[src/design/cts_pkg.sv]
`timescale 1ns / 1ps
package cts_pkg;

  typedef struct packed {
    logic [7:0] data_byte;
    logic       at_end;
  } in_beat_t;

  typedef struct packed {
    logic [6:0]  token_kind;
    logic [31:0] token_start;
    logic [15:0] token_length;
    logic [2:0]  error_code;
    logic        last_of_run;
  } out_beat_t;

  typedef enum logic [32:0] {
    M_IDLE   = 33'h0_0000_0001,
    M_SPACE  = 33'h0_0000_0002,
    M_IDENT  = 33'h0_0000_0004,
    M_ZERO   = 33'h0_0000_0008,
    M_INT    = 33'h0_0000_0010,
    M_FRAC   = 33'h0_0000_0020,
    M_EXP0   = 33'h0_0000_0040,
    M_EXPS   = 33'h0_0000_0080,
    M_EXPD   = 33'h0_0000_0100,
    M_HEX0   = 33'h0_0000_0200,
    M_HEXD   = 33'h0_0000_0400,
    M_EQ     = 33'h0_0000_0800,
    M_PLUS   = 33'h0_0000_1000,
    M_MINUS  = 33'h0_0000_2000,
    M_AST    = 33'h0_0000_4000,
    M_PCT    = 33'h0_0000_8000,
    M_LT     = 33'h0_0001_0000,
    M_GT     = 33'h0_0002_0000,
    M_EXCL   = 33'h0_0004_0000,
    M_CARET  = 33'h0_0008_0000,
    M_AMP    = 33'h0_0010_0000,
    M_PIPE   = 33'h0_0020_0000,
    M_CARET2 = 33'h0_0040_0000,
    M_AMP2   = 33'h0_0080_0000,
    M_PIPE2  = 33'h0_0100_0000,
    M_SLASH  = 33'h0_0200_0000,
    M_LINE   = 33'h0_0400_0000,
    M_BLOCK  = 33'h0_0800_0000,
    M_BSTAR  = 33'h0_1000_0000,
    M_SQ     = 33'h0_2000_0000,
    M_SQE    = 33'h0_4000_0000,
    M_DQ     = 33'h0_8000_0000,
    M_DQE    = 33'h1_0000_0000
  } mode_t;

  localparam logic [6:0] K_ERR   = 7'd0;
  localparam logic [6:0] K_EQEQ  = 7'd0;
  localparam logic [6:0] K_IDENT = 7'd73;
  localparam logic [6:0] K_END   = 7'd74;
  localparam logic [6:0] K_UI    = 7'd48;
  localparam logic [6:0] K_FP    = 7'd49;
  localparam logic [6:0] K_WS    = 7'd50;
  localparam logic [6:0] K_KW0   = 7'd51;
  localparam logic [6:0] K_LCOM  = 7'd12;
  localparam logic [6:0] K_BCOM  = 7'd11;
  localparam logic [6:0] K_SLASH = 7'd13;
  localparam logic [6:0] K_SLEQ  = 7'd10;
  localparam logic [6:0] K_SQS   = 7'd43;
  localparam logic [6:0] K_DQS   = 7'd44;
  localparam logic [6:0] K_LBRACK = 7'd28;
  localparam logic [6:0] K_RBRACK = 7'd29;
  localparam logic [6:0] K_LBRACE = 7'd30;
  localparam logic [6:0] K_RBRACE = 7'd31;
  localparam logic [6:0] K_LPAREN = 7'd32;
  localparam logic [6:0] K_RPAREN = 7'd33;
  localparam logic [6:0] K_DOT    = 7'd34;
  localparam logic [6:0] K_SEMI   = 7'd35;
  localparam logic [6:0] K_TILDE  = 7'd40;
  localparam logic [6:0] K_COMMA  = 7'd45;
  localparam logic [6:0] K_QUEST  = 7'd46;
  localparam logic [6:0] K_COLON  = 7'd47;

  localparam logic [2:0] E_NONE    = 3'd0;
  localparam logic [2:0] E_COMMENT = 3'd1;
  localparam logic [2:0] E_STRING  = 3'd2;
  localparam logic [2:0] E_HEX     = 3'd3;
  localparam logic [2:0] E_EXP     = 3'd4;
  localparam logic [2:0] E_CHAR    = 3'd5;

  localparam int NUM_KW = 22;
  localparam int KW_MAX = 8;

  // keywords, first character in the low byte
  localparam logic [63:0] KW_TEXT [NUM_KW] = '{
    64'h6e69, 64'h6f69, 64'h6669, 64'h6f64, 64'h726f66, 64'h726176,
    64'h65736163, 64'h65736c65, 64'h65757274, 64'h7361696c61,
    64'h6b61657262, 64'h74736e6f63, 64'h65736c6166, 64'h656c696877,
    64'h746375727473, 64'h686374697773, 64'h74726f706572, 64'h6e7275746572,
    64'h746c7561666564, 64'h6e6f6974636e7566, 64'h726f74617265706f,
    64'h65756e69746e6f63
  };
  localparam logic [3:0] KW_LEN [NUM_KW] = '{
    4'd2, 4'd2, 4'd2, 4'd2, 4'd3, 4'd3, 4'd4, 4'd4, 4'd4, 4'd5, 4'd5,
    4'd5, 4'd5, 4'd5, 4'd6, 4'd6, 4'd6, 4'd6, 4'd7, 4'd8, 4'd8, 4'd8
  };

  function automatic logic is_alpha(input logic [7:0] b);
    return (b >= "a" && b <= "z") || (b >= "A" && b <= "Z") || b == "_" || b[7];
  endfunction

  function automatic logic is_digit(input logic [7:0] b);
    return b >= "0" && b <= "9";
  endfunction

  function automatic logic is_hex(input logic [7:0] b);
    return is_digit(b) || (b >= "a" && b <= "f") || (b >= "A" && b <= "F");
  endfunction

  function automatic logic is_space(input logic [7:0] b);
    return b == 8'h20 || b == 8'h0a || b == 8'h0d || b == 8'h09 || b == 8'h0b;
  endfunction

  // operator modes: doubling byte, double kind, '=' kind, plain kind
  function automatic logic [7:0] op_dbl(input mode_t m);
    unique case (m)
      M_PLUS:  return "+";
      M_MINUS: return "-";
      default: return 8'd0;
    endcase
  endfunction

  function automatic logic [6:0] op_dblk(input mode_t m);
    return (m == M_PLUS) ? 7'd3 : 7'd6;
  endfunction

  function automatic logic [6:0] op_eqk(input mode_t m);
    unique case (m)
      M_EQ:    return K_EQEQ;
      M_PLUS:  return 7'd2;
      M_MINUS: return 7'd5;
      M_AST:   return 7'd8;
      M_PCT:   return 7'd14;
      M_LT:    return 7'd36;
      M_GT:    return 7'd38;
      M_EXCL:  return 7'd41;
      M_CARET: return 7'd18;
      M_AMP:   return 7'd22;
      M_PIPE:  return 7'd26;
      M_CARET2: return 7'd16;
      M_AMP2:  return 7'd20;
      M_PIPE2: return 7'd24;
      default: return 7'd0;
    endcase
  endfunction

  function automatic logic [6:0] op_plain(input mode_t m);
    unique case (m)
      M_EQ:    return 7'd1;
      M_PLUS:  return 7'd4;
      M_MINUS: return 7'd7;
      M_AST:   return 7'd9;
      M_PCT:   return 7'd15;
      M_LT:    return 7'd37;
      M_GT:    return 7'd39;
      M_EXCL:  return 7'd42;
      M_CARET: return 7'd19;
      M_AMP:   return 7'd23;
      M_PIPE:  return 7'd27;
      M_CARET2: return 7'd17;
      M_AMP2:  return 7'd21;
      M_PIPE2: return 7'd25;
      default: return 7'd0;
    endcase
  endfunction

  function automatic logic [7:0] tr_ch(input mode_t m);
    unique case (m)
      M_CARET: return "^";
      M_AMP:   return "&";
      default: return "|";
    endcase
  endfunction

  function automatic mode_t tr_next(input mode_t m);
    unique case (m)
      M_CARET: return M_CARET2;
      M_AMP:   return M_AMP2;
      default: return M_PIPE2;
    endcase
  endfunction

endpackage

[src/design/c_like_token_scanner.sv]
`timescale 1ns / 1ps
// Streaming lexer: one source byte per beat, one beat accepted per cycle while the
// output side keeps up. Each beat yields zero, one or two tokens; they sit in a
// two-entry result buffer and leave one per cycle while out_ready is high; a beat
// closing one token and opening another fills both. in_ready drops only when the
// buffer cannot take the next beat's worst case. The scan itself is one registered
// pass: keyword match over the stored prefix is a parallel compare at close time.
module c_like_token_scanner #(
  parameter int KEYWORD_CHARS = 8,
  parameter int LENGTH_BITS   = 16
) (
  input  logic               clk,
  input  logic               rst_n,
  input  logic               in_valid,
  output logic               in_ready,
  input  cts_pkg::in_beat_t  in_data,
  output logic               out_valid,
  input  logic               out_ready,
  output cts_pkg::out_beat_t out_data
);

  localparam int KB = KEYWORD_CHARS * 8;
  localparam int KIW = $clog2(KEYWORD_CHARS);
  localparam logic [LENGTH_BITS-1:0] LEN_MAX = '1;

  cts_pkg::mode_t          mode_r, mode_nxt;
  logic [KB-1:0]           kw_r, kw_nxt;
  logic [LENGTH_BITS-1:0]  len_r, len_nxt;
  logic [31:0]             start_r, start_nxt;
  logic [31:0]             pos_r, pos_nxt;
  logic                    err_r, err_nxt;

  cts_pkg::out_beat_t      buf_r [2];
  cts_pkg::out_beat_t      res0, res1;
  logic [1:0]              cnt_r, cnt_nxt;
  logic [1:0]              nres;
  logic                    in_fire, out_fire;

  assign in_ready  = (cnt_r == 2'd0) || (cnt_r == 2'd1 && out_ready);
  assign in_fire   = in_valid && in_ready;
  assign out_valid = cnt_r != 2'd0;
  assign out_fire  = out_valid && out_ready;
  assign out_data  = buf_r[0];

  // scan
  always_comb begin
    logic [7:0]             b;
    logic                   taken, e, is_kw;
    logic [6:0]             kind, imm;
    logic [LENGTH_BITS-1:0] gl;
    logic [15:0]            ol, og;
    cts_pkg::out_beat_t     r [2];
    logic [1:0]             n;
    b = in_data.data_byte;
    mode_nxt = mode_r;
    kw_nxt = kw_r;
    len_nxt = len_r;
    start_nxt = start_r;
    pos_nxt = pos_r;
    err_nxt = err_r;
    n = 2'd0;
    r[0] = '0;
    r[1] = '0;
    taken = 1'b0;
    imm = cts_pkg::K_ERR;
    e = (b == "e" || b == "E");
    gl = (len_r == LEN_MAX) ? len_r : len_r + 1'b1;
    ol = (LENGTH_BITS > 16 && len_r > LENGTH_BITS'(16'hFFFF)) ? 16'hFFFF : 16'(len_r);
    og = (LENGTH_BITS > 16 && gl > LENGTH_BITS'(16'hFFFF)) ? 16'hFFFF : 16'(gl);
    kind = cts_pkg::K_IDENT;
    for (int i = cts_pkg::NUM_KW - 1; i >= 0; i--) begin
      is_kw = (len_r == LENGTH_BITS'(cts_pkg::KW_LEN[i]));
      for (int j = 0; j < cts_pkg::KW_MAX; j++)
        if (j < cts_pkg::KW_LEN[i] && j < KEYWORD_CHARS)
          is_kw = is_kw && (kw_r[j*8 +: 8] == cts_pkg::KW_TEXT[i][j*8 +: 8]);
      if (is_kw && len_r <= LENGTH_BITS'(KEYWORD_CHARS)) kind = cts_pkg::K_KW0 + 7'(i);
    end
    if (in_data.at_end) begin
      if (!err_r) begin
        n = 2'd1;
        r[0].token_start = start_r;
        r[0].token_length = ol;
        priority case (mode_r)
          cts_pkg::M_IDLE: n = 2'd0;
          cts_pkg::M_SPACE: r[0].token_kind = cts_pkg::K_WS;
          cts_pkg::M_IDENT: r[0].token_kind = kind;
          cts_pkg::M_ZERO, cts_pkg::M_INT, cts_pkg::M_HEXD:
            r[0].token_kind = cts_pkg::K_UI;
          cts_pkg::M_FRAC, cts_pkg::M_EXPD: r[0].token_kind = cts_pkg::K_FP;
          cts_pkg::M_EXP0, cts_pkg::M_EXPS: r[0].error_code = cts_pkg::E_EXP;
          cts_pkg::M_HEX0: r[0].error_code = cts_pkg::E_HEX;
          cts_pkg::M_SLASH: r[0].token_kind = cts_pkg::K_SLASH;
          cts_pkg::M_LINE: r[0].token_kind = cts_pkg::K_LCOM;
          cts_pkg::M_BLOCK, cts_pkg::M_BSTAR: r[0].error_code = cts_pkg::E_COMMENT;
          cts_pkg::M_SQ, cts_pkg::M_SQE, cts_pkg::M_DQ, cts_pkg::M_DQE:
            r[0].error_code = cts_pkg::E_STRING;
          default: r[0].token_kind = cts_pkg::op_plain(mode_r);
        endcase
      end
      r[n[0]].token_kind = cts_pkg::K_END;
      r[n[0]].token_start = pos_r;
      r[n[0]].token_length = '0;
      r[n[0]].error_code = cts_pkg::E_NONE;
      n = n + 2'd1;
      pos_nxt = '0;
      err_nxt = 1'b0;
      mode_nxt = cts_pkg::M_IDLE;
    end else begin
      pos_nxt = pos_r + 32'd1;
      if (!err_r) begin
        // close or extend the open token
        r[0].token_start = start_r;
        r[0].token_length = ol;
        taken = 1'b1;
        priority case (mode_r)
          cts_pkg::M_IDLE: taken = 1'b0;
          cts_pkg::M_SPACE:
            if (cts_pkg::is_space(b)) len_nxt = gl;
            else begin taken = 1'b0; n = 2'd1; r[0].token_kind = cts_pkg::K_WS; end
          cts_pkg::M_IDENT:
            if (cts_pkg::is_alpha(b) || cts_pkg::is_digit(b)) begin
              if (len_r < LENGTH_BITS'(KEYWORD_CHARS)) kw_nxt[len_r[KIW-1:0]*8 +: 8] = b;
              len_nxt = gl;
            end else begin taken = 1'b0; n = 2'd1; r[0].token_kind = kind; end
          cts_pkg::M_ZERO, cts_pkg::M_INT:
            if (mode_r == cts_pkg::M_ZERO && (b == "x" || b == "X")) begin
              len_nxt = gl; mode_nxt = cts_pkg::M_HEX0;
            end else if (cts_pkg::is_digit(b)) begin
              len_nxt = gl; mode_nxt = cts_pkg::M_INT;
            end else if (b == ".") begin
              len_nxt = gl; mode_nxt = cts_pkg::M_FRAC;
            end else if (e) begin
              len_nxt = gl; mode_nxt = cts_pkg::M_EXP0;
            end else begin taken = 1'b0; n = 2'd1; r[0].token_kind = cts_pkg::K_UI; end
          cts_pkg::M_FRAC:
            if (cts_pkg::is_digit(b)) len_nxt = gl;
            else if (e) begin len_nxt = gl; mode_nxt = cts_pkg::M_EXP0; end
            else begin taken = 1'b0; n = 2'd1; r[0].token_kind = cts_pkg::K_FP; end
          cts_pkg::M_EXP0, cts_pkg::M_EXPS:
            if (mode_r == cts_pkg::M_EXP0 && (b == "+" || b == "-")) begin
              len_nxt = gl; mode_nxt = cts_pkg::M_EXPS;
            end else if (cts_pkg::is_digit(b)) begin
              len_nxt = gl; mode_nxt = cts_pkg::M_EXPD;
            end else begin
              n = 2'd1; r[0].token_length = og;
              r[0].error_code = cts_pkg::E_EXP; err_nxt = 1'b1;
            end
          cts_pkg::M_EXPD:
            if (cts_pkg::is_digit(b)) len_nxt = gl;
            else begin taken = 1'b0; n = 2'd1; r[0].token_kind = cts_pkg::K_FP; end
          cts_pkg::M_HEX0:
            if (cts_pkg::is_hex(b)) begin len_nxt = gl; mode_nxt = cts_pkg::M_HEXD; end
            else begin
              n = 2'd1; r[0].token_length = og;
              r[0].error_code = cts_pkg::E_HEX; err_nxt = 1'b1;
            end
          cts_pkg::M_HEXD:
            if (cts_pkg::is_hex(b)) len_nxt = gl;
            else begin taken = 1'b0; n = 2'd1; r[0].token_kind = cts_pkg::K_UI; end
          cts_pkg::M_SLASH:
            if (b == "=") begin
              n = 2'd1; r[0].token_length = og; r[0].token_kind = cts_pkg::K_SLEQ;
            end else if (b == "*") begin len_nxt = gl; mode_nxt = cts_pkg::M_BLOCK; end
            else if (b == "/") begin len_nxt = gl; mode_nxt = cts_pkg::M_LINE; end
            else begin taken = 1'b0; n = 2'd1; r[0].token_kind = cts_pkg::K_SLASH; end
          cts_pkg::M_LINE:
            if (b == 8'h0a) begin taken = 1'b0; n = 2'd1; r[0].token_kind = cts_pkg::K_LCOM; end
            else len_nxt = gl;
          cts_pkg::M_BLOCK: begin
            len_nxt = gl;
            if (b == "*") mode_nxt = cts_pkg::M_BSTAR;
          end
          cts_pkg::M_BSTAR:
            if (b == "/") begin
              n = 2'd1; r[0].token_length = og; r[0].token_kind = cts_pkg::K_BCOM;
            end else begin
              len_nxt = gl;
              mode_nxt = (b == "*") ? cts_pkg::M_BSTAR : cts_pkg::M_BLOCK;
            end
          cts_pkg::M_SQ, cts_pkg::M_DQ:
            if (b == 8'h5c) begin
              len_nxt = gl;
              mode_nxt = (mode_r == cts_pkg::M_SQ) ? cts_pkg::M_SQE : cts_pkg::M_DQE;
            end else if (b == ((mode_r == cts_pkg::M_SQ) ? 8'h27 : 8'h22)) begin
              n = 2'd1; r[0].token_length = og;
              r[0].token_kind = (mode_r == cts_pkg::M_SQ) ? cts_pkg::K_SQS : cts_pkg::K_DQS;
            end else len_nxt = gl;
          cts_pkg::M_SQE: begin len_nxt = gl; mode_nxt = cts_pkg::M_SQ; end
          cts_pkg::M_DQE: begin len_nxt = gl; mode_nxt = cts_pkg::M_DQ; end
          cts_pkg::M_CARET, cts_pkg::M_AMP, cts_pkg::M_PIPE:
            if (b == cts_pkg::tr_ch(mode_r)) begin
              len_nxt = gl; mode_nxt = cts_pkg::tr_next(mode_r);
            end else if (b == "=") begin
              n = 2'd1; r[0].token_length = og; r[0].token_kind = cts_pkg::op_eqk(mode_r);
            end else begin
              taken = 1'b0; n = 2'd1; r[0].token_kind = cts_pkg::op_plain(mode_r);
            end
          default:
            if (cts_pkg::op_dbl(mode_r) != 8'd0 && b == cts_pkg::op_dbl(mode_r)) begin
              n = 2'd1; r[0].token_length = og; r[0].token_kind = cts_pkg::op_dblk(mode_r);
            end else if (b == "=") begin
              n = 2'd1; r[0].token_length = og; r[0].token_kind = cts_pkg::op_eqk(mode_r);
            end else begin
              taken = 1'b0; n = 2'd1; r[0].token_kind = cts_pkg::op_plain(mode_r);
            end
        endcase
        if (taken && n != 2'd0) mode_nxt = cts_pkg::M_IDLE;
        // byte opens a new token
        if (!taken) begin
          start_nxt = pos_r;
          len_nxt = LENGTH_BITS'(1);
          mode_nxt = cts_pkg::M_IDLE;
          priority if (cts_pkg::is_space(b)) mode_nxt = cts_pkg::M_SPACE;
          else if (cts_pkg::is_alpha(b)) begin
            mode_nxt = cts_pkg::M_IDENT; kw_nxt[7:0] = b;
          end else if (cts_pkg::is_digit(b))
            mode_nxt = (b == "0") ? cts_pkg::M_ZERO : cts_pkg::M_INT;
          else begin
            unique case (b)
              "=": mode_nxt = cts_pkg::M_EQ;
              "+": mode_nxt = cts_pkg::M_PLUS;
              "-": mode_nxt = cts_pkg::M_MINUS;
              "*": mode_nxt = cts_pkg::M_AST;
              "%": mode_nxt = cts_pkg::M_PCT;
              "<": mode_nxt = cts_pkg::M_LT;
              ">": mode_nxt = cts_pkg::M_GT;
              "!": mode_nxt = cts_pkg::M_EXCL;
              "^": mode_nxt = cts_pkg::M_CARET;
              "&": mode_nxt = cts_pkg::M_AMP;
              "|": mode_nxt = cts_pkg::M_PIPE;
              "/": mode_nxt = cts_pkg::M_SLASH;
              8'h27: mode_nxt = cts_pkg::M_SQ;
              8'h22: mode_nxt = cts_pkg::M_DQ;
              "[": imm = cts_pkg::K_LBRACK;
              "]": imm = cts_pkg::K_RBRACK;
              "{": imm = cts_pkg::K_LBRACE;
              "}": imm = cts_pkg::K_RBRACE;
              "(": imm = cts_pkg::K_LPAREN;
              ")": imm = cts_pkg::K_RPAREN;
              ".": imm = cts_pkg::K_DOT;
              ";": imm = cts_pkg::K_SEMI;
              "~": imm = cts_pkg::K_TILDE;
              ",": imm = cts_pkg::K_COMMA;
              "?": imm = cts_pkg::K_QUEST;
              ":": imm = cts_pkg::K_COLON;
              default: imm = cts_pkg::K_ERR;
            endcase
            if (mode_nxt == cts_pkg::M_IDLE) begin
              r[n[0]].token_kind = imm;
              r[n[0]].token_start = pos_r;
              r[n[0]].token_length = 16'd1;
              r[n[0]].error_code = (imm == cts_pkg::K_ERR) ? cts_pkg::E_CHAR : cts_pkg::E_NONE;
              if (imm == cts_pkg::K_ERR) err_nxt = 1'b1;
              n = n + 2'd1;
            end
          end
        end
      end
    end
    if (n == 2'd2) r[1].last_of_run = 1'b1;
    else if (n == 2'd1) r[0].last_of_run = 1'b1;
    res0 = r[0];
    res1 = r[1];
    nres = n;
  end

  always_comb begin
    cnt_nxt = cnt_r - {1'b0, out_fire} + (in_fire ? nres : 2'd0);
  end

  always_ff @(posedge clk) begin
    if (!rst_n) begin
      mode_r <= cts_pkg::M_IDLE;
      kw_r <= '0;
      len_r <= '0;
      start_r <= '0;
      pos_r <= '0;
      err_r <= 1'b0;
      cnt_r <= 2'd0;
    end else begin
      if (in_fire) begin
        mode_r <= mode_nxt;
        kw_r <= kw_nxt;
        len_r <= len_nxt;
        start_r <= start_nxt;
        pos_r <= pos_nxt;
        err_r <= err_nxt;
      end
      cnt_r <= cnt_nxt;
    end
  end

  // result buffer, head in entry 0
  always_ff @(posedge clk) begin
    if (in_fire) begin
      buf_r[0] <= res0;
      buf_r[1] <= res1;
    end else if (out_fire) buf_r[0] <= buf_r[1];
  end

  a_no_overflow: assert property (@(posedge clk) disable iff (!rst_n)
    cnt_r <= 2'd2) else $error("result buffer overflow");
  a_end_flag: assert property (@(posedge clk) disable iff (!rst_n)
    out_valid && out_data.token_kind == cts_pkg::K_END |-> out_data.last_of_run)
    else $error("end token not last");
  a_end_clears: assert property (@(posedge clk) disable iff (!rst_n)
    in_fire && in_data.at_end |=> pos_r == 32'd0 && !err_r && mode_r == cts_pkg::M_IDLE)
    else $error("end marker did not clear state");
  a_err_kind: assert property (@(posedge clk) disable iff (!rst_n)
    out_valid && out_data.error_code != cts_pkg::E_NONE |-> out_data.token_kind == cts_pkg::K_ERR)
    else $error("error result with kind");

endmodule

[config.mk]
export PLATFORM = sky130hd
export DESIGN_NAME = c_like_token_scanner
export DESIGN_NICKNAME = d
export VERILOG_FILES = /design/src/design/cts_pkg.sv /design/src/design/c_like_token_scanner.sv
export SDC_FILE = /design/constraint.sdc
export NUM_CORES = 1
export LEC_CHECK = 0
export ABC_AREA = 1
export BUFFER_PORTS_ARGS = -buffer_cell sky130_fd_sc_hd__buf_4
export CAP_MARGIN = 10
export CELL_PAD_IN_SITES_DETAIL_PLACEMENT = 0
export CELL_PAD_IN_SITES_GLOBAL_PLACEMENT = 2
export CORE_AREA = 2 2 250 252
export DETAILED_ROUTE_END_ITERATION = 8
export DIE_AREA = 0 0 252 254
export GPL_TIMING_DRIVEN = 0
export PLACE_DENSITY = 0.9
export SLEW_MARGIN = 10
export SYNTH_ARGS = -nofsm -noshare
export SYNTH_HDL_FRONTEND = slang
export SYNTH_SLANG_ARGS = --single-unit
[constraint.sdc]
create_clock -name clk -period 6.6 [get_ports clk]
set_input_delay 0.99 -clock clk [delete_from_list [all_inputs] [get_ports clk]]
set_output_delay 0.99 -clock clk [all_outputs]
set_load 0.05 [all_outputs]
After elaboration in Yosys (flattened, before gate mapping)
Memory sizes are Yosys's and may differ from the RTL's.
Index checks and enable logic that the tools add are counted.
{"block": "totals", "ff_bits": 180, "ramBits": 118, "output_inout_bits": 61, "mem_count": 1}
{"memory": "buf_r", "words": 2, "word_bits": 59, "rd": 2, "rd_clocked_by_memory_dff": 0, "wr": 2, "line": "c_like_token_scanner.sv:33", "rtl": "cts_pkg::out_beat_t buf_r [2];"}
{"block": "classes", "addsub": 7, "order_cmp": 14, "n_eq_ne": 170, "shifts": 2, "muxes": 250, "n_bitwise": 6, "reduce_logical": 177}
{"cell": "$mux W33", "n": 29}
{"cell": "$bwmux W118", "n": 8}
{"cell": "$mux W118", "n": 7}
{"cell": "$eq A8 B7 Y1 const B", "n": 77}
{"cell": "$demux W59 S1", "n": 8}
{"cell": "$pmux W32 S14", "n": 1}
{"cell": "$mux W16", "n": 27}
{"cell": "$pmux W33 S11", "n": 1}
{"cell": "$mux W7", "n": 33}
{"cell": "$pmux W16 S13", "n": 1}
{"cell": "$mux W59", "n": 3}
{"cell": "$eq A8 B6 Y1 const B", "n": 21}
{"cell": "$logic_and A1 B1 Y1", "n": 137}
{"cell": "$mux W58", "n": 2}
{"cell": "$pmux W16 S7", "n": 1}
{"cell": "$mux W52", "n": 2}
{"cell": "$mux W8", "n": 12}
{"cell": "$pmux W6 S14", "n": 1}
{"cell": "$pmux W7 S12", "n": 1}
{"cell": "$pmux W6 S13", "n": 1}
{"cell": "$pmux W6 S12", "n": 1}
{"cell": "$eq A33 B1 Y1 const B", "n": 2}
{"cell": "$mux W6", "n": 11}
{"cell": "$bwmux W64", "n": 1}
{"cell": "other kinds (102)", "n": 238}

Depth between registers and ports, before layout
Gate-level depths: netlist of the first run.
{"block": "logic_depth", "ltp_word": 50, "mapped_depth": 27}

Least setup slack after synthesis of the first run
Ideal clock, no wire load.
{"block": "synth_timing", "path_type": "in2reg", "startpoint": "input out_ready", "endpoint": "memory buf_r[0][0] in the netlist's numbering (enable)", "setup_time_ns": 0.557, "arrival_ns": 5.202, "t_required_ns": 6.043, "setup_slack_ns": 0.840, "stages": 2, "path_cell_list": "inv_1 -> o21ai_0"}
{"element": "start, declared", "line": "c_like_token_scanner.sv:18", "rtl": "input logic out_ready,"}
{"element": "end, declared", "line": "c_like_token_scanner.sv:33"}

Worst setup path after layout of the first run
{"block": "layout_timing", "startpoint": "input in_data[1] in the netlist's numbering", "endpoint": "register cnt_r[1]"}
{"block": "layout_between", "elab_chain_cells": 20, "elab_cells_between_ends": 116, "classes_between": "2 x add/sub; 8 x order compare; 30 x eq/ne; 55 x mux; 21 x reduce/logical"}
{"element": "start, declared", "line": "c_like_token_scanner.sv:16", "rtl": "input cts_pkg::in_beat_t in_data,"}
{"element": "$ge A8 B7 Y1 / $le A8 B7 Y1 (equally long branches)", "line": "cts_pkg.sv:105, cts_pkg.sv:113"}
{"element": "$logic_and A1 B1 Y1", "line": "cts_pkg.sv:105", "rtl": "return (b >= \"a\" && b <= \"z\") || (b >= \"A\" && b <= \"Z\") || b == \"_\" || b[7];"}
{"element": "$logic_or A1 B1 Y1 (3 in series)", "line": "cts_pkg.sv:105"}
{"element": "$logic_or A1 B1 Y1", "line": "c_like_token_scanner.sv:121", "rtl": "if (cts_pkg::is_alpha(b) || cts_pkg::is_digit(b)) begin"}
{"element": "$mux W1", "line": "c_like_token_scanner.sv:121"}
{"element": "$pmux W2 S13", "line": "c_like_token_scanner.sv:115", "rtl": "priority case (mode_r)"}
{"element": "$mux W2", "line": "c_like_token_scanner.sv:110", "rtl": "if (!err_r) begin"}
{"element": "$mux W2", "line": "c_like_token_scanner.sv:78", "rtl": "if (in_data.at_end) begin"}
{"element": "[2 not listed]"}
{"element": "$mux W2", "line": "c_like_token_scanner.sv:216", "rtl": "end else if (cts_pkg::is_digit(b))"}
{"element": "$mux W2", "line": "c_like_token_scanner.sv:214", "rtl": "else if (cts_pkg::is_alpha(b)) begin"}
{"element": "$mux W2", "line": "c_like_token_scanner.sv:213", "rtl": "priority if (cts_pkg::is_space(b)) mode_nxt = cts_pkg::M_SPACE;"}
{"element": "$mux W2 *", "line": "c_like_token_scanner.sv:209", "rtl": "if (!taken) begin"}
{"element": "$mux W2 *", "line": "c_like_token_scanner.sv:110"}
{"element": "$mux W2 *", "line": "c_like_token_scanner.sv:78"}
{"element": "$mux W2 *", "line": "c_like_token_scanner.sv:268", "rtl": "cnt_nxt = cnt_r - {1'b0, out_fire} + (in_fire ? nres : 2'd0);"}
{"element": "$add A2 B2 Y2 *", "line": "c_like_token_scanner.sv:268"}
{"element": "end signal, assigned", "line": "c_like_token_scanner.sv:289", "rtl": "cnt_r <= cnt_nxt;"}
{"element": "end, declared", "line": "c_like_token_scanner.sv:35", "rtl": "logic [1:0] cnt_r, cnt_nxt;"}
Mark *: on every way between the ends. The rest lies on a longest branch, timed or not. The select of a mux whose other input is x is not followed.
A chain may end at the register's enable or synchronous reset.

==> out/results.tsv, run 1 <==
stage	metric	value	unit
min_path	Hold Crit Class	flip-flop to flip-flop	
global_routing	first-pass GRT wire length	145	mm
clocking	number of buffers created by CTS	37	
clocking	clock-pin slew on the worst setup and hold paths	0.06	ns
die	total core area	61300	sq um
sta	Fmax	193	MHz
drt	length of routed met2 wiring	42.4	mm
worst_setup_path	worst-path fanout max	10	
final_layout	Ant. Diodes	0	
drt	number of DRC violations after detailed routing	0	
logic_synthesis	number of instances in the synthesized netlist	3390	
worst_setup_path	type of the setup path with the least slack	input pin to flip-flop	
global_routing	vias in the first global route	22400	
clocking	H-tree levels	2	
drt	M1 WL	44.5	mm
worst_setup_path	Data required, critical path	7.08	ns
clocking	clock sink count	281	
die	effective utilization at floorplan	34.7	%
power	Total Power Consumption	9.06	mW
final_layout	Finished Core Util	39.3	%
sta	number of pins exceeding their max-slew limit in the final report	0	
logic_synthesis	number of enable flip-flop cells after synthesis	101	
worst_setup_path	slowest stage cell, crit path	sky130_fd_sc_hd__nor2_1	
drt	routed length per instance	22.8	microns
drt	vias per cell	5.64	
run	max-cap viol count	0	
die	horizontal die dimension	252	microns
clocking	Clk Tree Root Cell	sky130_fd_sc_hd__clkbuf_16	
logic_synthesis	fraction of registers with async set or reset after synthesis	0	%
worst_setup_path	crit-path leading delay family	simple AND/OR/NAND/NOR gates	
drt	via count	24400	
logic_synthesis	register bit count reported by yosys	281	
die	top-level port count	74	
clocking	Resize count post-CTS	0	
global_routing	global route total overflow	0	
final_layout	summed area of non-filler cells in the final layout	24100	sq um
final_layout	Non-Filler Instances	4321	
final_layout	layout net count	3524	
clocking	maximum buffer depth of the clock tree	3	
sta	hold slack	0.460	ns
drt	number of detailed-route iterations in the first pass	6	
final_layout	area growth from synthesis to final layout	13.4	%
drt	routed length on met3	7.39	mm
logic_synthesis	Synth Flop Type	sky130_fd_sc_hd__dfxtp_1	
logic_synthesis	Synth Net Count	3412	
worst_setup_path	cell occurring most often along the worst timing path	sky130_fd_sc_hd__nor2_1	
sta	Fin. Hold Viols	0	
global_routing	initial antenna violation count	1	
worst_setup_path	crit path capture type	flip-flop	
sta	fin worst setup slack	1.42	ns
clocking	Post-CTS Hold Buffers	0	
logic_synthesis	post-synthesis cell type count	60	
power	power density normalized to cell area	376	nW/um^2
final_layout	area taken by flip-flops and latches	6640	sq um
logic_synthesis	synthesized-area fraction occupied by adder cells	0.530	%
power	leak pwr	10.1	nW
drt	Routed Wire Length	98.6	mm
die	area of the die	64000	sq um
logic_synthesis	sequential area share after synthesis	31.2	%
sta	setup repair after global routing missed its margin	false	
logic_synthesis	largest family of logic cells by synthesized area	simple AND/OR/NAND/NOR gates	
logic_synthesis	area fraction in and, or, nand and nor cells after synthesis	40.1	%
worst_setup_path	cells along the critical path	buf_4, buf_2, nand2_1, nor2_1, inv_1, nor2_1, inv_2, o21ai_1, nor2_1, nand3_2, nand2_4, nand2_2, nor2_1, inv_1, o21ai_1, nand2_1, nand3_1, ha_1, inv_1, ha_1, xnor2_1, nand3_1, nand2_1, nor2_1	
sta	Fin Setup TNS	0	ns
placement	detailed placement HPWL	76.1	mm
placement	GP Congestion	1.02	
clocking	clock latency of the later-clocked register in the worst-skew pair	0.59	ns
final_layout	share of layout cells above drive strength 1	9.01	%
logic_synthesis	Synth Cell Area	21200	sq um
logic_synthesis	xor/xnor share of the synthesized area	0.454	%
worst_setup_path	Crit path largest cell delay	0.94	ns
logic_synthesis	number of warnings issued by yosys	0	
drt	Iteration-0 DRC Markers	2637	
sta	Final period util	78.5	%
placement	dpl cell area	22800	sq um
placement	placement-stage worst setup slack	1.08	ns
logic_synthesis	synthesized area per cell	6.27	sq um
drt	Top Metal Used	met5	
sta	Final setup viols	0	
logic_synthesis	fraction of synthesized area in multiplexers	0	%
sta	largest clock skew in the final design	0.0340	ns
placement	count of port buffers added during placement	70	
die	placement row count	91	
global_routing	largest net degree at the start of global routing	34	
logic_synthesis	complex-gate fraction of the synthesized area	17.4	%
worst_setup_path	buffers plus inverters on the worst setup path	6	
clocking	setup repair bufs after CTS	0	
die	Die Span Y	254	microns
power	Peak VDD IR	0.233	mV
clocking	TritonCTS clock tree	yes	
worst_setup_path	Worst EP arrival	5.66	ns
sta	transition at the pin with the smallest max-transition slack	1.24	ns
run_status	result of the run	complete, no violations	
global_routing	total routing usage reported by global routing	30.1	%
final_layout	layout filler cell count	6841	
drt	remaining antenna violation count after routing	0	
sta	Slew headroom	17.0	%
sta	clock period minus worst slack	5.18	ns
worst_setup_path	startpoint kind of the worst setup timing path	input pin	
final_layout	area of the multi-input gates	12400	sq um
placement	Placed Cells incl. Taps	4253	
==> cell usage in the layout (no fill, tap or decap), types with 11 or more instances in the layout <==
cell type / synthesis / final
sky130_fd_sc_hd__nand2_1: 753 / 753
sky130_fd_sc_hd__nor2_1: 511 / 511
sky130_fd_sc_hd__inv_1: 370 / 370
sky130_fd_sc_hd__a21oi_1: 311 / 311
sky130_fd_sc_hd__nand3_1: 242 / 242
sky130_fd_sc_hd__o21ai_0: 199 / 198
sky130_fd_sc_hd__dfxtp_1: 180 / 180
sky130_fd_sc_hd__nor3_1: 126 / 126
sky130_fd_sc_hd__edfxtp_1: 101 / 101
sky130_fd_sc_hd__nand4_1: 97 / 97
sky130_fd_sc_hd__clkbuf_1: 90 / 94
sky130_fd_sc_hd__buf_4: 5 / 75
sky130_fd_sc_hd__o211ai_1: 47 / 47
sky130_fd_sc_hd__clkbuf_16: 0 / 38
sky130_fd_sc_hd__nand2_2: 34 / 34
sky130_fd_sc_hd__nor4_1: 32 / 32
sky130_fd_sc_hd__buf_2: 28 / 28
sky130_fd_sc_hd__a211oi_1: 22 / 22
sky130_fd_sc_hd__nor2_2: 21 / 21
sky130_fd_sc_hd__inv_2: 20 / 20
sky130_fd_sc_hd__nand3_2: 17 / 17
sky130_fd_sc_hd__nand3b_1: 13 / 13
sky130_fd_sc_hd__clkinv_2: 0 / 12
sky130_fd_sc_hd__o21ai_1: 12 / 12
sky130_fd_sc_hd__buf_6: 12 / 12
sky130_fd_sc_hd__o2111ai_1: 11 / 11
==> power breakdown <==
group | switching, mW | total (mW) | internal, mW
registers | 0.189 | 2.46 | 2.27
clock network | 0.885 | 2.17 | 1.28
logic | 3.32 | 4.43 | 1.11
total | 4.39 | 9.06 | 4.67
==> metal layers <==
| metal | vias to the layer above | global-route usage, % |
|---|---|---|
| met4 | 4 | 12.4 |
| met3 | 214 | 3.92 |
| met1 | 11500 | 42.5 |
| met2 | 1102 | 46.1 |
| li1 | 11600 | - |
| met5 | - | 0 |
==> synthesized netlist by cell type, drive strengths merged (10+ instances only) <==
cell type,count,area (sq um)
a21oi,313,1570
nand2,795,3140
inv,392,1480
buf,49,339
dfxtp,180,3600
o211ai,51,403
nand3,260,1400
a22oi,10,75.1
a211oi,22,165
nor3,132,691
clkbuf,90,338
nor2,543,2210
nand3b,15,120
o21ai,212,1060
edfxtp,101,3030
o2111ai,11,96.3
nor4,33,213
nand4,101,666
==> area by class of cell <==
type                       count  area share [%]
multi-input combinational   2570            51.6
sequential                   281            27.5
inverter                     400            6.26
clock buffer                  44            4.12
tap                          790            4.10
buffer                       139            2.81
timing repair buffer          73            2.43
clock inverter                24            1.14
==> flip-flops by register name, indices dropped and copies added, names as in the netlist <==
| register | count |
|---|---|
| buf_r | 101 |
| cnt_r | 2 |
| err_r | 1 |
| kw_r | 64 |
| len_r | 16 |
| mode_r | 33 |
| pos_r | 32 |
| start_r | 32 |
==> kinds of logic (layout without fill, tap and decap cells) <==
group | after synthesis | after routing
adder cells (fa/ha/maj) | 9 | 9
flip-flops | 281 | 281
AO/OA/AOI/OAI | 660 | 660
AND/OR/NAND/NOR | 1890 | 1890
XOR/XNOR | 11 | 11
buffers and inverters | 539 | 680
==> worst reg2reg max path: stages (launching register included) <==
cell and delay (ns):
sky130_fd_sc_hd__dfxtp_1 0.48, sky130_fd_sc_hd__nor2_2 0.11, sky130_fd_sc_hd__nand2_4 0.14, sky130_fd_sc_hd__nor2_8 0.06, sky130_fd_sc_hd__nand2_4 0.15, sky130_fd_sc_hd__inv_4 0.07, sky130_fd_sc_hd__buf_8 0.15, sky130_fd_sc_hd__buf_6 0.15
sky130_fd_sc_hd__nand3_2 0.12, sky130_fd_sc_hd__inv_1 0.13, sky130_fd_sc_hd__nor2_2 0.49, sky130_fd_sc_hd__inv_1 0.28, sky130_fd_sc_hd__nor2_1 0.62, sky130_fd_sc_hd__clkbuf_1 0.84, sky130_fd_sc_hd__a21oi_1 0.29, sky130_fd_sc_hd__nand3_1 0.18
sky130_fd_sc_hd__ha_1 0.25, sky130_fd_sc_hd__inv_1 0.06, sky130_fd_sc_hd__ha_1 0.15, sky130_fd_sc_hd__xnor2_1 0.14, sky130_fd_sc_hd__nand3_1 0.10, sky130_fd_sc_hd__nand2_1 0.07, sky130_fd_sc_hd__nor2_1 0.05
==> final timing paths <==
| path | from | endpoint | slack [ns] | depth (start not counted) |
|---|---|---|---|---|
| worst min-delay path | kw_r[55] | kw_r[55] | 0.46 | 2 |
| worst min register to register | kw_r[55] | kw_r[55] | 0.46 | 2 |
| worst max-delay path | in_data[1] | cnt_r[1] | 1.42 | 24 |
| worst max register to register | mode_r[24] | cnt_r[1] | 1.44 | 22 |
(Power assumes the default switching activity.)
==> run 2, diff against run 1 <==
--- a/config.mk
+++ b/config.mk
@@ -5,16 +5,16 @@
 export SDC_FILE = /design/constraint.sdc
 export NUM_CORES = 1
 export LEC_CHECK = 0
-export ABC_AREA = 1
+export ABC_AREA = 0
 export BUFFER_PORTS_ARGS = -buffer_cell sky130_fd_sc_hd__buf_4
 export CAP_MARGIN = 10
 export CELL_PAD_IN_SITES_DETAIL_PLACEMENT = 0
 export CELL_PAD_IN_SITES_GLOBAL_PLACEMENT = 2
-export CORE_AREA = 2 2 250 252
+export CORE_AREA = 2 2 233 235
 export DETAILED_ROUTE_END_ITERATION = 8
-export DIE_AREA = 0 0 252 254
+export DIE_AREA = 0 0 235 237
 export GPL_TIMING_DRIVEN = 0
-export PLACE_DENSITY = 0.9
+export PLACE_DENSITY = 0.84
 export SLEW_MARGIN = 10
 export SYNTH_ARGS = -nofsm -noshare
 export SYNTH_HDL_FRONTEND = slang
==> constraint.sdc (replaced) <==
create_clock -name clk -period 5 [get_ports clk]
set_input_delay 0.75 -clock clk [delete_from_list [all_inputs] [get_ports clk]]
set_output_delay 0.75 -clock clk [all_outputs]
set_load 0.05 [all_outputs]
==> out/results.tsv, run 2 <==
stage	metric	value	unit
run_status	result of the run	complete, no violations	
final_layout	largest registers ranked by flip-flop count	buf_r: 101 flops, kw_r: 64 flops, mode_r: 33 flops	
logic_synthesis	number of enable flip-flop cells after synthesis	101	
final_layout	Finished Core Util	40.9	%
logic_synthesis	cell types with the largest area share after synthesis	sky130_fd_sc_hd__dfxtp_1 20%, sky130_fd_sc_hd__edfxtp_1 16%, sky130_fd_sc_hd__nand2_1 5.6%	
sta	Fin. Hold Viols	0	
power	power density normalized to cell area	384	nW/um^2
logic_synthesis	Synth Net Count	2342	
final_layout	most frequent standard cell in the layout excluding fill and tap cells	sky130_fd_sc_hd__nand2_1	
sta	clock period minus worst slack	4.94	ns
die	placement row count	85	
min_path	Hold Path End	kw_r[55]	
clocking	H-tree levels	2	
die	top-level port count	74	
sta	number of pins exceeding their max-slew limit in the final report	0	
final_layout	area growth from synthesis to final layout	18.6	%
final_layout	max FFs per register	101	
global_routing	initial antenna violation count	2	
worst_setup_path	Data required, critical path	5.43	ns
sta	Final period util	98.8	%
min_path	Hold Crit Class	flip-flop to flip-flop	
logic_synthesis	post-synthesis cell type count	104	
worst_setup_path	Crit Reg-Reg Startpoint	mode_r[4]	
logic_synthesis	number of warnings issued by yosys	0	
worst_setup_path	worst-path fanout max	10	
die	total core area	53300	sq um
clocking	number of buffers created by CTS	36	
final_layout	summed area of non-filler cells in the final layout	21800	sq um
global_routing	vias in the first global route	18900	
clocking	Clk Tree Root Cell	sky130_fd_sc_hd__clkbuf_16	
final_layout	layout filler cell count	5532	
drt	via count	19900	
drt	number of DRC violations after detailed routing	0	
clocking	clock-pin slew on the worst setup and hold paths	0.06	ns
global_routing	first-pass GRT wire length	126	mm
logic_synthesis	sequential area share after synthesis	36.1	%
sta	transition at the pin with the smallest max-transition slack	1.35	ns
sta	Fmax	202	MHz
placement	dpl cell area	19900	sq um
worst_setup_path	slowest stage cell, crit path	sky130_fd_sc_hd__nor4_1	
drt	M1 WL	37.2	mm
clocking	maximum buffer depth of the clock tree	3	
drt	routed length on met3	7.39	mm
drt	Routed Wire Length	86.1	mm
worst_setup_path	Worst EP arrival	5.37	ns
worst_setup_path	setup slack, reg-to-reg	0.15	ns
placement	count of port buffers added during placement	68	
drt	Top Metal Used	met4	
drt	number of detailed-route iterations in the first pass	9	
clocking	clock latency of the later-clocked register in the worst-skew pair	0.58	ns
logic_synthesis	number of instances in the synthesized netlist	2320	
worst_setup_path	cells along the critical path	buf_4, clkbuf_4, or3_1, nor4_1, nor4_1, a21oi_1, and4b_1, nand3_1, a21oi_4, o31ai_2, buf_2, nor4b_1, o21ai_1	
sta	Slew headroom	9.20	%
worst_setup_path	Crit path largest cell delay	1.13	ns
drt	Iteration-0 DRC Markers	2187	
power	leak pwr	7.43	nW
power	Total Power Consumption	8.37	mW
min_path	hold_sp	kw_r[55]	
final_layout	share of layout cells above drive strength 1	13.4	%
drt	remaining antenna violation count after routing	0	
die	effective utilization at floorplan	34.5	%
logic_synthesis	synth cell count leaders	275 x sky130_fd_sc_hd__nand2_1, 253 x sky130_fd_sc_hd__nor2_1, 180 x sky130_fd_sc_hd__dfxtp_1, 174 x sky130_fd_sc_hd__a21oi_1, 146 x sky130_fd_sc_hd__nand3_1	
worst_setup_path	cell depth of the worst flop-to-flop path	21	
logic_synthesis	Synth Cell Area	18400	sq um
final_layout	highest-count cells in the layout ignoring fill and taps	272 x sky130_fd_sc_hd__nand2_1, 246 x sky130_fd_sc_hd__nor2_1, 179 x sky130_fd_sc_hd__dfxtp_1, 171 x sky130_fd_sc_hd__a21oi_1, 143 x sky130_fd_sc_hd__nand3_1	
clocking	TritonCTS clock tree	yes	
global_routing	largest net degree at the start of global routing	60	
global_routing	total routing usage reported by global routing	30.0	%
final_layout	largest register by flop count	buf_r	
die	area of the die	55700	sq um
power	Peak VDD IR	0.223	mV
worst_setup_path	cell occurring most often along the worst timing path	sky130_fd_sc_hd__nor4_1	
drt	vias per cell	6.23	
logic_synthesis	share of the synthesized area in the top cell type	19.6	%
logic_synthesis	cell type with the largest total area after synthesis	sky130_fd_sc_hd__dfxtp_1	
drt	routed length per instance	27.0	microns
sta	hold slack	0.449	ns
final_layout	layout net count	2485	
drt	length of routed met2 wiring	37.5	mm
global_routing	global route total overflow	0	
sta	Final setup viols	0	
clocking	clock sink count	281	
logic_synthesis	top-count cell post-synth	sky130_fd_sc_hd__nand2_1	
placement	GP Congestion	1.02	
die	horizontal die dimension	235	microns
sta	largest clock skew in the final design	0.0309	ns
worst_setup_path	startpoint kind of the worst setup timing path	input pin	
run	max-cap viol count	0	
worst_setup_path	critical register-to-register path endpoint	cnt_r[1]	
logic_synthesis	synthesized area per cell	7.93	sq um
worst_setup_path	crit path capture type	flip-flop	
clocking	Post-CTS Hold Buffers	0	
placement	detailed placement HPWL	65.7	mm
logic_synthesis	fraction of registers with async set or reset after synthesis	0	%
die	Die Span Y	237	microns
logic_synthesis	register bit count reported by yosys	281	
final_layout	Ant. Diodes	0	
logic_synthesis	Synth Flop Type	sky130_fd_sc_hd__dfxtp_1	
worst_setup_path	type of the setup path with the least slack	input pin to flip-flop	
sta	Fin Setup TNS	0	ns
min_path	WHS Path Cells	2	
run 2: cell types whose count changed in the layout (fill, tap and decap cells not counted), sizes merged, moves of 34 or more:
cell    previous run  this run
nand3            260       149
nor2             543       255
a21oi            313       176
mux2i              0        48
o21ai            212        92
nand2            795       276
clkbuf           134       173
and2               3        43
buf              122       156
or3                0        43
o211ai            51        15
nor3             132        70
inv              393        32
run 2: layer usage:
layer / global-route usage, % / vias to the layer above
met5: 0 / -
met4: 12.7 / 0
met3: 5.48 / 211
met2: 46.3 / 972
met1: 41.0 / 9725
li1: - / 8952
run 2: cell type report:
| class | instances | area [sq um] | area share, % |
|---|---|---|---|
| well taps | 696 | 871 | 3.99 |
| multi-input cells | 1836 | 11400 | 52.4 |
| repair buffers | 112 | 855 | 3.92 |
| clock inverters | 15 | 173 | 0.791 |
| plain buffers | 166 | 742 | 3.40 |
| flip-flops and latches | 281 | 6640 | 30.4 |
| clock buffers | 51 | 987 | 4.52 |
| inverters | 30 | 113 | 0.516 |
run 2: worst max-delay path by stage:
stage	from	end	slack [ns]	cells past startpoint
global route	mode_r[20]	cnt_r[1]	-0.04	22
detailed placement	in_data[8]	cnt_r[1]	-1.72	21
floorplan	in_data[2]	cnt_r[1]	0.002	20
global placement	in_data[8]	cnt_r[1]	-2.33	20
CTS	mode_r[6]	cnt_r[1]	-0.38	21
finish	in_data[7]	mode_r[0]	0.06	13
run 2: per-stage QoR:
| stage | setup slack [ns] | cells |
|---|---|---|
| after floorplan | 0.00242 | 2320 |
| after global placement | -2.33 | 3084 |
| after detailed placement | -1.72 | 3088 |
| after CTS | -0.384 | 3163 |
| after global routing | -0.0410 | 3187 |
| final | 0.0589 | 3187 |
run 2: worst max-delay path: cells and delay by family:
kind / cells / cell delay, ns
and+or+nand+nor: 6 / 2.93
AOI/OAI and AO/OA: 4 / 1.04
buffers and inverters: 3 / 0.64
run 2: logic make-up after synthesis:
group | share of synthesized area [%]
compound gates | 18.7
xor+xnor | 2.29
fa+ha+maj | 0.612
buf+inv | 4.54
flops | 36.1
mux | 2.80
simple gates | 35.0
run 2: timing repair:
action,CTS,global route
pin swaps,4,21
gates cloned,0,0
endpoints found under the setup margin,185,112
setup buffers,10,30
resized for setup,45,83
run 2: power by group:
| part | internal, mW | total [mW] | switching, mW | leakage, nW |
|---|---|---|---|---|
| clock | 1.50 | 2.59 | 1.09 | 0.557 |
| sequential | 2.79 | 2.92 | 0.136 | 2.47 |
| combinational | 0.725 | 2.85 | 2.13 | 4.40 |
